### src/clcd_pkg.sv
// Shared types and constants for the character LCD controller write path.
// No dependencies; imported by every other file of the block.
`timescale 1ns / 1ps

package clcd_pkg;

  // default geometry
  localparam int DEF_DISPLAY_CELLS = 80;
  localparam int DEF_LINE_CELLS    = 40;
  localparam int GLYPH_BYTES       = 64;

  // widest RAM port the block uses
  localparam int RAM_AW = 7;
  localparam int RAM_DW = 8;

  // command codes
  localparam logic [1:0] CMD_INSTR      = 2'd0;
  localparam logic [1:0] CMD_DATA       = 2'd1;
  localparam logic [1:0] CMD_READ_DISP  = 2'd2;
  localparam logic [1:0] CMD_READ_GLYPH = 2'd3;

  // instruction decode patterns
  localparam logic [7:0] FSET_MASK  = 8'he0;
  localparam logic [7:0] FSET_CODE  = 8'h20;
  localparam logic [7:0] DCTL_MASK  = 8'hf8;
  localparam logic [7:0] DCTL_CODE  = 8'h08;
  localparam logic [7:0] CLEAR_CODE = 8'h01;
  localparam logic [7:0] HOME_CODE  = 8'h02;
  localparam logic [7:0] ENTRY_MASK = 8'hfc;
  localparam logic [7:0] ENTRY_CODE = 8'h04;
  localparam logic [7:0] CGSET_MASK = 8'hc0;
  localparam logic [7:0] CGSET_CODE = 8'h40;
  localparam logic [7:0] DDSET_MASK = 8'h80;

  // display fill value for the clear instruction
  localparam logic [7:0] CLEAR_FILL = 8'h20;

  typedef struct packed {
    logic [1:0] command;
    logic [7:0] write_value;
    logic [6:0] read_index;
  } in_t;

  typedef struct packed {
    logic [7:0] read_data;
    logic       display_on;
    logic       cursor_on;
    logic       blink_on;
    logic       two_lines;
    logic       count_up;
    logic       display_selected;
    logic [6:0] display_address;
    logic [5:0] glyph_address;
  } out_t;

  // one RAM's write and read request
  typedef struct packed {
    logic              we;
    logic [RAM_AW-1:0] waddr;
    logic [RAM_DW-1:0] wdata;
    logic [RAM_AW-1:0] raddr;
  } ram_port_t;

endpackage

### src/char_lcd_controller_write.sv
// Character LCD controller write path: top level.
// Depends on clcd_pkg, clcd_ctrl and clcd_ram.
//
// Usage: one command per transfer on the input channel (in_valid/in_ready,
// in_data): instruction write, data write, display cell read or glyph read.
// Every command yields exactly one result transfer on the output channel
// (out_valid/out_ready, out_data) with the read byte and the flags and
// counters as they stand after the command.
// Writes and out-of-range reads show their result in the cycle after the
// transfer; in-range reads pass through the registered RAM read and then the
// result register. A new command is taken at most every cycle for writes while
// the receiver keeps up; after an in-range read, input waits for the read state.
// The clear instruction fills the display RAM one cell a cycle, so input is
// held off until every display cell has been filled.
// After reset both RAMs are zeroed one entry a cycle; input is held off until
// the larger of the two RAMs has been swept.
// While the receiver stalls, the result stays registered and no command is
// taken until the result transfer completes or happens in the same cycle.
`timescale 1ns / 1ps

module char_lcd_controller_write import clcd_pkg::*; #(
  parameter int DISPLAY_CELLS = DEF_DISPLAY_CELLS,
  parameter int LINE_CELLS    = DEF_LINE_CELLS
) (
  input  logic clk,
  input  logic rst,
  input  logic in_valid,
  output logic in_ready,
  input  in_t  in_data,
  output logic out_valid,
  input  logic out_ready,
  output out_t out_data
);

  ram_port_t  dram_port;
  ram_port_t  gram_port;
  logic [7:0] dram_rdata;
  logic [4:0] gram_rdata;

  // control and result stage
  clcd_ctrl #(
    .DISPLAY_CELLS(DISPLAY_CELLS),
    .LINE_CELLS   (LINE_CELLS)
  ) u_ctrl (
    .clk       (clk),
    .rst       (rst),
    .in_valid  (in_valid),
    .in_ready  (in_ready),
    .in_data   (in_data),
    .out_valid (out_valid),
    .out_ready (out_ready),
    .out_data  (out_data),
    .dram_port (dram_port),
    .dram_rdata(dram_rdata),
    .gram_port (gram_port),
    .gram_rdata(gram_rdata)
  );

  // display RAM
  clcd_ram #(
    .DEPTH(DISPLAY_CELLS),
    .WIDTH(8)
  ) u_dram (
    .clk  (clk),
    .port (dram_port),
    .rdata(dram_rdata)
  );

  // glyph RAM
  clcd_ram #(
    .DEPTH(GLYPH_BYTES),
    .WIDTH(5)
  ) u_gram (
    .clk  (clk),
    .port (gram_port),
    .rdata(gram_rdata)
  );

endmodule

### src/clcd_ram.sv
// Single-port-write, registered-read RAM used for display and glyph storage.
// Depends on clcd_pkg for the request struct.
`timescale 1ns / 1ps

module clcd_ram import clcd_pkg::*; #(
  parameter int DEPTH = DEF_DISPLAY_CELLS,
  parameter int WIDTH = RAM_DW
) (
  input  logic             clk,
  input  ram_port_t        port,
  output logic [WIDTH-1:0] rdata
);

  localparam int AW = $clog2(DEPTH);

  logic [WIDTH-1:0] mem [DEPTH];

  // write port and registered read port
  always_ff @(posedge clk) begin
    if (port.we) begin
      mem[port.waddr[AW-1:0]] <= port.wdata[WIDTH-1:0];
    end
    rdata <= mem[port.raddr[AW-1:0]];
  end

endmodule

### src/clcd_ctrl.sv
// Command decode, address counters, mode flags, RAM sweeps and result register.
// Depends on clcd_pkg; drives the display and glyph RAM ports.
`timescale 1ns / 1ps

module clcd_ctrl import clcd_pkg::*; #(
  parameter int DISPLAY_CELLS = DEF_DISPLAY_CELLS,
  parameter int LINE_CELLS    = DEF_LINE_CELLS
) (
  input  logic      clk,
  input  logic      rst,
  input  logic      in_valid,
  output logic      in_ready,
  input  in_t       in_data,
  output logic      out_valid,
  input  logic      out_ready,
  output out_t      out_data,
  output ram_port_t dram_port,
  input  logic [7:0] dram_rdata,
  output ram_port_t gram_port,
  input  logic [4:0] gram_rdata
);

  localparam int INIT_LEN = (DISPLAY_CELLS > GLYPH_BYTES) ? DISPLAY_CELLS : GLYPH_BYTES;
  localparam int CNT_W    = $clog2(INIT_LEN);

  localparam logic [1:0] S_INIT  = 2'd0;
  localparam logic [1:0] S_IDLE  = 2'd1;
  localparam logic [1:0] S_READ  = 2'd2;
  localparam logic [1:0] S_CLEAR = 2'd3;

  logic [1:0]       state, state_next;
  logic [CNT_W-1:0] sweep_cnt, sweep_cnt_next;
  logic [7:0]       sweep_addr;
  logic             read_glyph, read_glyph_next;

  logic       display_on, display_on_next;
  logic       cursor_on, cursor_on_next;
  logic       blink_on, blink_on_next;
  logic       two_lines, two_lines_next;
  logic       count_up, count_up_next;
  logic       display_selected, display_selected_next;
  logic [6:0] dd_counter, dd_counter_next;
  logic [5:0] cg_counter, cg_counter_next;

  logic       accept;
  logic       rd_disp_ok, rd_glyph_ok;
  logic [7:0] v;
  logic [7:0] col;
  logic [7:0] cell_idx;
  logic       cell_ok;

  assign accept     = in_valid && in_ready;
  assign in_ready   = (state == S_IDLE) && (!out_valid || out_ready);
  assign v          = in_data.write_value;
  assign sweep_addr = 8'(sweep_cnt);

  // read range checks
  assign rd_disp_ok  = (in_data.command == CMD_READ_DISP) &&
                       ({1'b0, in_data.read_index} < 8'(DISPLAY_CELLS));
  assign rd_glyph_ok = (in_data.command == CMD_READ_GLYPH) &&
                       (in_data.read_index < 7'(GLYPH_BYTES));

  // display cell index for a data write at the current counter
  always_comb begin
    col      = {2'b00, dd_counter[5:0]};
    cell_idx = {1'b0, dd_counter};
    cell_ok  = cell_idx < 8'(DISPLAY_CELLS);
    if (two_lines) begin
      cell_idx = col + (dd_counter[6] ? 8'(LINE_CELLS) : 8'd0);
      cell_ok  = (col < 8'(LINE_CELLS)) && (cell_idx < 8'(DISPLAY_CELLS));
    end
  end

  // decode, counter stepping and RAM requests
  always_comb begin
    state_next            = state;
    sweep_cnt_next        = '0;
    read_glyph_next       = read_glyph;
    display_on_next       = display_on;
    cursor_on_next        = cursor_on;
    blink_on_next         = blink_on;
    two_lines_next        = two_lines;
    count_up_next         = count_up;
    display_selected_next = display_selected;
    dd_counter_next       = dd_counter;
    cg_counter_next       = cg_counter;
    dram_port             = '0;
    gram_port             = '0;
    dram_port.raddr       = in_data.read_index;
    gram_port.raddr       = in_data.read_index;

    case (state)
      S_INIT: begin
        dram_port.we    = sweep_addr < 8'(DISPLAY_CELLS);
        dram_port.waddr = sweep_addr[RAM_AW-1:0];
        gram_port.we    = sweep_addr < 8'(GLYPH_BYTES);
        gram_port.waddr = sweep_addr[RAM_AW-1:0];
        sweep_cnt_next  = sweep_cnt + 1'b1;
        if (sweep_cnt == CNT_W'(INIT_LEN - 1)) begin
          state_next = S_IDLE;
        end
      end
      S_CLEAR: begin
        dram_port.we    = 1'b1;
        dram_port.waddr = sweep_addr[RAM_AW-1:0];
        dram_port.wdata = CLEAR_FILL;
        sweep_cnt_next  = sweep_cnt + 1'b1;
        if (sweep_addr == 8'(DISPLAY_CELLS - 1)) begin
          state_next = S_IDLE;
        end
      end
      S_READ: begin
        state_next = S_IDLE;
      end
      S_IDLE: begin
        if (accept) begin
          case (in_data.command)
            CMD_INSTR: begin
              if ((v & FSET_MASK) == FSET_CODE) begin
                two_lines_next = v[3];
              end else if ((v & DCTL_MASK) == DCTL_CODE) begin
                display_on_next = v[2];
                cursor_on_next  = v[1];
                blink_on_next   = v[0];
              end else if (v == CLEAR_CODE) begin
                dd_counter_next = '0;
                count_up_next   = 1'b0;
                state_next      = S_CLEAR;
              end else if (v == HOME_CODE) begin
                dd_counter_next = '0;
              end else if ((v & ENTRY_MASK) == ENTRY_CODE) begin
                count_up_next = v[1];
              end else if ((v & CGSET_MASK) == CGSET_CODE) begin
                cg_counter_next       = v[5:0];
                display_selected_next = 1'b0;
              end else if ((v & DDSET_MASK) == DDSET_MASK) begin
                dd_counter_next       = v[6:0];
                display_selected_next = 1'b1;
              end
            end
            CMD_DATA: begin
              if (display_selected) begin
                dram_port.we    = cell_ok;
                dram_port.waddr = cell_idx[RAM_AW-1:0];
                dram_port.wdata = v;
                dd_counter_next = count_up ? dd_counter + 1'b1 : dd_counter - 1'b1;
              end else begin
                gram_port.we    = 1'b1;
                gram_port.waddr = {1'b0, cg_counter};
                gram_port.wdata = {3'b000, v[4:0]};
                cg_counter_next = count_up ? cg_counter + 1'b1 : cg_counter - 1'b1;
              end
            end
            default: begin
              if (rd_disp_ok || rd_glyph_ok) begin
                read_glyph_next = rd_glyph_ok;
                state_next      = S_READ;
              end
            end
          endcase
        end
      end
      default: begin
        state_next = S_IDLE;
      end
    endcase
  end

  // control state
  always_ff @(posedge clk) begin
    if (rst) begin
      state            <= S_INIT;
      sweep_cnt        <= '0;
      read_glyph       <= 1'b0;
      display_on       <= 1'b0;
      cursor_on        <= 1'b0;
      blink_on         <= 1'b0;
      two_lines        <= 1'b0;
      count_up         <= 1'b0;
      display_selected <= 1'b0;
      dd_counter       <= '0;
      cg_counter       <= '0;
    end else begin
      state            <= state_next;
      sweep_cnt        <= sweep_cnt_next;
      read_glyph       <= read_glyph_next;
      display_on       <= display_on_next;
      cursor_on        <= cursor_on_next;
      blink_on         <= blink_on_next;
      two_lines        <= two_lines_next;
      count_up         <= count_up_next;
      display_selected <= display_selected_next;
      dd_counter       <= dd_counter_next;
      cg_counter       <= cg_counter_next;
    end
  end

  // result register: loaded at accept, or in the read state that follows for an in-range RAM read
  always_ff @(posedge clk) begin
    if (rst) begin
      out_valid <= 1'b0;
    end else if (state == S_READ) begin
      out_valid <= 1'b1;
    end else if (accept && !rd_disp_ok && !rd_glyph_ok) begin
      out_valid <= 1'b1;
    end else if (out_ready) begin
      out_valid <= 1'b0;
    end
  end

  always_ff @(posedge clk) begin
    if ((state == S_READ) || (accept && !rd_disp_ok && !rd_glyph_ok)) begin
      out_data.read_data        <= (state == S_READ) ?
                                   (read_glyph ? {3'b000, gram_rdata} : dram_rdata) : '0;
      out_data.display_on       <= display_on_next;
      out_data.cursor_on        <= cursor_on_next;
      out_data.blink_on         <= blink_on_next;
      out_data.two_lines        <= two_lines_next;
      out_data.count_up         <= count_up_next;
      out_data.display_selected <= display_selected_next;
      out_data.display_address  <= dd_counter_next;
      out_data.glyph_address    <= cg_counter_next;
    end
  end

endmodule

### config.mk
export PLATFORM = sky130hd
export DESIGN_NAME = char_lcd_controller_write
export DESIGN_NICKNAME = d
export VERILOG_FILES = /design/src/clcd_pkg.sv /design/src/char_lcd_controller_write.sv /design/src/clcd_ram.sv /design/src/clcd_ctrl.sv
export SDC_FILE = /design/constraint.sdc
export NUM_CORES = 1
export LEC_CHECK = 0
export ABC_CLOCK_PERIOD_IN_PS = 5400
export BUFFER_PORTS_ARGS = -buffer_cell sky130_fd_sc_hd__buf_2
export CAP_MARGIN = 20
export CORE_MARGIN = 5
export CORE_UTILIZATION = 55
export DETAILED_ROUTE_END_ITERATION = 6
export HOLD_SLACK_MARGIN = 0.12
export PLACE_DENSITY = 0.71
export SLEW_MARGIN = 5
export SYNTH_ARGS = -nofsm -noshare
export SYNTH_HDL_FRONTEND = slang
export SYNTH_SLANG_ARGS = --single-unit
export TNS_END_PERCENT = 1
### constraint.sdc
create_clock -name clk -period 5.4 [get_ports clk]
set_clock_uncertainty 0.1 [all_clocks]
set_input_delay 1.08 -clock clk [delete_from_list [all_inputs] [get_ports clk]]
set_output_delay 1.08 -clock clk [all_outputs]
set_load 0.05 [all_outputs]
Yosys cells after proc, flatten, opt, wreduce, memory -nomap -nowiden. Memories as Yosys holds them, arrays and structs flattened. A register that Yosys moved wholly into a read port is not among the register bits. Index checks and enable logic that the tools add are counted.

Input port bits: 21. Bits in writable memories: 960. Memories: 2. Output and inout port bits: 29. Logic and storage cells: 171. Register bits: 57.

Equality and inequality tests: 20. Multiplexer cells: 89. Bitwise logic cells: 3. Magnitude comparators: 7. $add $sub $neg: 6. Reductions and logical operators: 22.

Memory list: u_dram.mem (words 80, width 8, read ports 1, clocked after memory_dff 1, write ports 1, RTL line clcd_ram.sv:16) `logic [WIDTH-1:0] mem [DEPTH];`; u_gram.mem (words 64, width 5, read ports 1, clocked after memory_dff 1, write ports 1, RTL line clcd_ram.sv:16).

Operators with widths (number): $mux 16 (6); $mux 7 (12); $mux 6 (11); $mux 1 (45); $lt 7x7->1 const B (5); $pmux 8 s2 (2); $pmux 8 s3 (1); $add 7x1->7 const B (2); $pmux 7 s2 (1); $mux 2 (6); $ne 3x3->1 const B (4); $pmux 6 s2 (1); $mux 5 (2); $eq 2x2->1 const B (4); $eq 8x1->1 const B (1); $eq 8x2->1 const B (1); $lt 8x7->1 const B (1); $reduce_or 2->1 (4); $add 6x6->7 (1); $eq 7x7->1 const B (1); $logic_and 1x1->1 (7); $reduce_and 7->1 (1); $sub 7x1->7 const B (1); $add 6x1->6 const B (1); other kinds (16) (26).

Longest topological paths before layout.
Depth after elaboration: 11. Gate-level depth with buffers: 10. Depth with buffers taken out: 8.

Hierarchy. From an unflattened synthesis, not the netlist that was laid out.

Cell total of the unflattened synthesis: 2145. Area, all modules: 41461.0 µm².

By module, submodules not included: clcd_ram (u_dram) (instances 1, cells an instance 1113, sequential area each 19378.6 µm², area an instance 24903.9 µm²); clcd_ram (u_gram) (instances 1, cells an instance 610, sequential area each 9709.3 µm², area an instance 12768.5 µm²); clcd_ctrl (instances 1, cells an instance 422, sequential area each 1411.4 µm², area an instance 3788.6 µm²).

Least setup slack after synthesis. No wires, ideal clock.

Kind: input-to-reg. Start: input port out_ready. End: memory u_gram.mem[0][4] (data pin). Data required time: 4.620 ns. Library setup time: 0.680 ns. Path buffers: 0. Setup slack: 0.399 ns. Arrival time: 4.221 ns. Stages: 4. Cell sequence: and2b_1 nor2_1 nand2_1 nor3_1.

RTL lines: start: declaration (RTL line char_lcd_controller_write.sv:31) `input logic out_ready,`; end: declaration (RTL line clcd_ram.sv:16).

Worst setup path in the final report.
Start: register u_ctrl.state[1]. End: memory u_dram.mem[79][0] (enable).

Word-level cells in the longest chain between the ends: 7. Elaborated cells between the ends (all ways): 9. Those cells by class: eq/ne (2); mux (4); reduce/logical (3).

RTL lines: start: declaration (RTL line clcd_ctrl.sv:31) `logic [1:0] state, state_next;`; start signal: assignment (RTL line clcd_ctrl.sv:184) `state <= state_next;`; $eq 2x1->1 (RTL line clcd_ctrl.sv:53, clcd_ctrl.sv:92); $logic_and 1x1->1 (RTL line clcd_ctrl.sv:53) `assign in_ready = (state == S_IDLE) && (!out_valid || out_ready);`; $logic_and 1x1->1 (RTL line clcd_ctrl.sv:52) `assign accept = in_valid && in_ready;`; $mux 16 (RTL line clcd_ctrl.sv:116) `if (accept) begin`; $pmux 8 s3 * (RTL line clcd_ctrl.sv:92) `case (state)`; $mux 1 (RTL line clcd_ram.sv:20) `if (port.we) begin`; $mux 1 (implied by the code) (RTL line clcd_ram.sv:21) `mem[port.waddr[AW-1:0]] <= port.wdata[WIDTH-1:0];`; end: declaration (RTL line clcd_ram.sv:16).

Mark *: on every way between the ends. The rest lies on a longest branch, timed or not.

==> flow_summary.ini <==
[outcome]
status = completed

[worst_setup_path]
worstPathCellList = inv_1 -> ha_1 -> and2_1 -> nand4_1 -> o31a_1 -> nor3_2 -> nand3b_2 -> nor2_1
path_depth = 8
crit_path_start = u_ctrl.state[1]$_SDFFE_PP0P_
path_class = reg -> reg
path_buf_inv = 1
slowest_delay_ns = 0.72
reg2reg_from = u_ctrl.state[1]$_SDFFE_PP0P_
critPathSlowestCell = nor2_1
worstPathRequired_ns = 5.58
worst_setup_path_start_kind = register
reg2reg_depth = 8
crit_path_end_kind = register
critPathArrivalTime_ns = 4.14
critical-path-top-delay-family = simple AND/OR/NAND/NOR gates
critPathMaxFanout = 10

[logic_synthesis]
async_flop_share_pct = 0
yosys_warnings = 0
synth_edf_count = 987
synth_ff_type = edfxtp_1
ys_types = 74
syn_inst = 2143
synth.yosys.seq_area_share_pct = 74.0
ys_seq_elements = 1030
syn_area_per_cell_sq_um = 19.2
synth_area_sq_um = 41200
synth_nets = 2186

[cts]
clk_latency_ns = 0.66
cts_resized = 0
postCtsSetupBuffers = 0
clk_path_buf_depth = 3
clockRootBuffer = clkbuf_16
clock-sinks = 1030
cts-buffers-inserted = 97
cts.clk_slew.worst_paths_ns = 0.06
holdBufCountCts = 0
tritoncts = built
cts_max_level = 3

[hold_path]
min-delay-path-class = reg -> reg
hold_depth = 1
worstHoldStart = u_dram.rdata[5]$_DFF_P_

[routing]
wl_mm = 94.0
drc = 0
drt_iter0_markers = 2454
wl_per_cell_um = 28.5
drtAntennaViolNets = 0
dr.pass1.iters = 6
vias_per_cell = 6.43
vias = 21200

[global_route]
grt_pass1_vias = 21500
grt_pass1_wl_mm = 141
antenna_found_initial = 1
gr-total-overflow = 0
grtUsageTotal_pct = 23.3
grt_max_degree = 81

[timing]
setup_viol = 0
min_period_ns = 3.97
fmax_mhz = 252
finalMaxSlewViolations = 0
hold_viol = 0
worst_pin_slew_ns = 1.09
fin_crit_sh_pct = 73.4
rsz0062_at_grt = no
slew_headroom_pct = 27.7
fin_setup_tns_ns = 0

[floorplanning]
die_h_um = 284
num_rows = 100
die_w_um = 284
io_pins = 50
initial_core_util_pct = 55.4
core-area_sq_um = 74300
die_area_sq_um = 80500

[finish]
postLayoutCoreUtil_pct = 61.8
syn_to_final_growth_pct = 11.6
nNetsFinal = 2301
layout-drive-gt1-share_pct = 23.6

[place]
port_buffers = 49
finalWeightedCongestion = 0.916
dp_hpwl_mm = 58.4

[power]
irDropWorstVdd_mv = 0.305
p_leak_nw = 14.8
cellPowerDensity_nw_per_um2 = 354

[job]
max_cap_viol_count = 0
## area by class of cell
type                       count  area, sq um
sequential                  1030        30500
timing repair buffer         124          952
multi-input combinational    983        10100
tap                          969         1210
antenna                        1         2.50
clock inverter                55          542
inverter                      22         82.6
fill                        5063        28400
clock buffer                 121         2550
## logic make-up after synthesis
group                    synth area share, %
XOR/XNOR                               0.234
multiplexers                            15.2
buffers and inverters                   1.48
AO/OA/AOI/OAI                           3.38
flip-flops                              74.0
adder cells (fa/ha/maj)                0.705
AND/OR/NAND/NOR                         4.96
## Yosys cell counts (7+ instances only)
library cell / instances / area (sq um)
nor3_1: 33 / 165
mux4_2: 242 / 5450
nor4_1: 11 / 68.8
nand2b_1: 15 / 93.8
nor2_1: 197 / 739
clkbuf_1: 57 / 214
a211oi_1: 13 / 97.6
o221ai_1: 7 / 61.3
nor2b_1: 22 / 138
o211ai_1: 7 / 52.6
inv_1: 21 / 78.8
mux2_2: 13 / 146
o22ai_1: 53 / 332
a21oi_1: 35 / 175
and3_1: 7 / 43.8
and2_1: 28 / 175
o21ai_0: 26 / 130
buf_4: 15 / 113
mux2i_1: 66 / 661
ha_1: 20 / 250
dfxtp_1: 43 / 861
o31ai_1: 9 / 67.6
nand2_1: 60 / 225
a22oi_1: 11 / 82.6
nand3_1: 10 / 50.1
edfxtp_1: 987 / 29600
buf_2: 26 / 130
## worst register-to-register path, delay by kind of cell (launching register included)
kind            cells  cell delay, ns
flops               1            0.34
compound gates      1            0.48
simple gates        5            2.23
buf+inv             1            0.09
fa+ha+maj           1            0.35
## metal layers
metal  vias to the layer above  global-route usage, %  part of all wire (%)
li1                       8970                      -                     -
met1                     11000                   33.1                    40
met2                      1079                   38.1                    49
met3                       189                   3.96                   7.7
met4                         0                   6.74                   3.0
met5                         -                      0                     0
## state kept, by name, summed over array words and instances, names as in the netlist
| name | count |
|---|---|
| u_ctrl.display_selected | 1 |
| u_ctrl.blink_on | 1 |
| u_ctrl.cursor_on | 1 |
| u_dram.rdata | 8 |
| u_gram.mem | 320 |
| u_ctrl.state | 2 |
| u_ctrl.two_lines | 1 |
| u_ctrl.count_up | 1 |
| u_ctrl.out_valid | 1 |
| u_ctrl.out_data | 27 |
| u_ctrl.cg_counter | 6 |
| u_ctrl.sweep_cnt | 7 |
| u_dram.mem | 640 |
| u_gram.rdata | 5 |
| u_ctrl.read_glyph | 1 |
| u_ctrl.display_on | 1 |
| u_ctrl.dd_counter | 7 |
## where the power goes
| group | internal, mW | total [mW] | switching, mW |
|---|---|---|---|
| registers | 8.75 | 8.80 | 0.0427 |
| logic | 0.268 | 0.793 | 0.526 |
| clock network | 3.78 | 6.65 | 2.87 |
| total | 12.8 | 16.2 | 3.44 |
## worst paths after layout
check             slack [ns]                           endpoint
hold / removal          0.43  u_ctrl.out_data[24]$_SDFFCE_PP0P_
setup reg to reg        1.43        u_dram.mem[79][0]$_DFFE_PP_
setup / recovery        1.43        u_dram.mem[79][0]$_DFFE_PP_
hold reg to reg         0.43  u_ctrl.out_data[24]$_SDFFCE_PP0P_
## cells in the final DEF, fill, tap and decap left out, types with 21 or more instances in the layout
cell type / Yosys / routed
edfxtp_1: 987 / 987
mux4_2: 242 / 242
nor2_1: 197 / 196
clkbuf_16: 0 / 98
mux2i_1: 66 / 66
buf_4: 15 / 66
nand2_1: 60 / 60
o22ai_1: 53 / 53
buf_2: 26 / 46
dfxtp_1: 43 / 43
a21oi_1: 35 / 35
nor3_1: 33 / 32
o21ai_0: 26 / 26
nor2b_1: 22 / 22
clkbuf_1: 57 / 22
inv_1: 21 / 21
## per-stage QoR
stage	cell area, sq um	setup WS (ns)	hold WS [ns]	total power [mW]	instances
after floorplan	41200	0.399	0.364	9.49	2143
after CTS	45900	1.45	0.432	16.3	3303
after global placement	42800	0.976	0.404	9.74	3127
after global routing	45900	1.28	0.456	16.7	3305
after detailed placement	42800	0.840	0.420	9.76	3127
final	45900	1.43	0.432	16.2	3305
No activity file was read; power rests on OpenSTA's default activity.
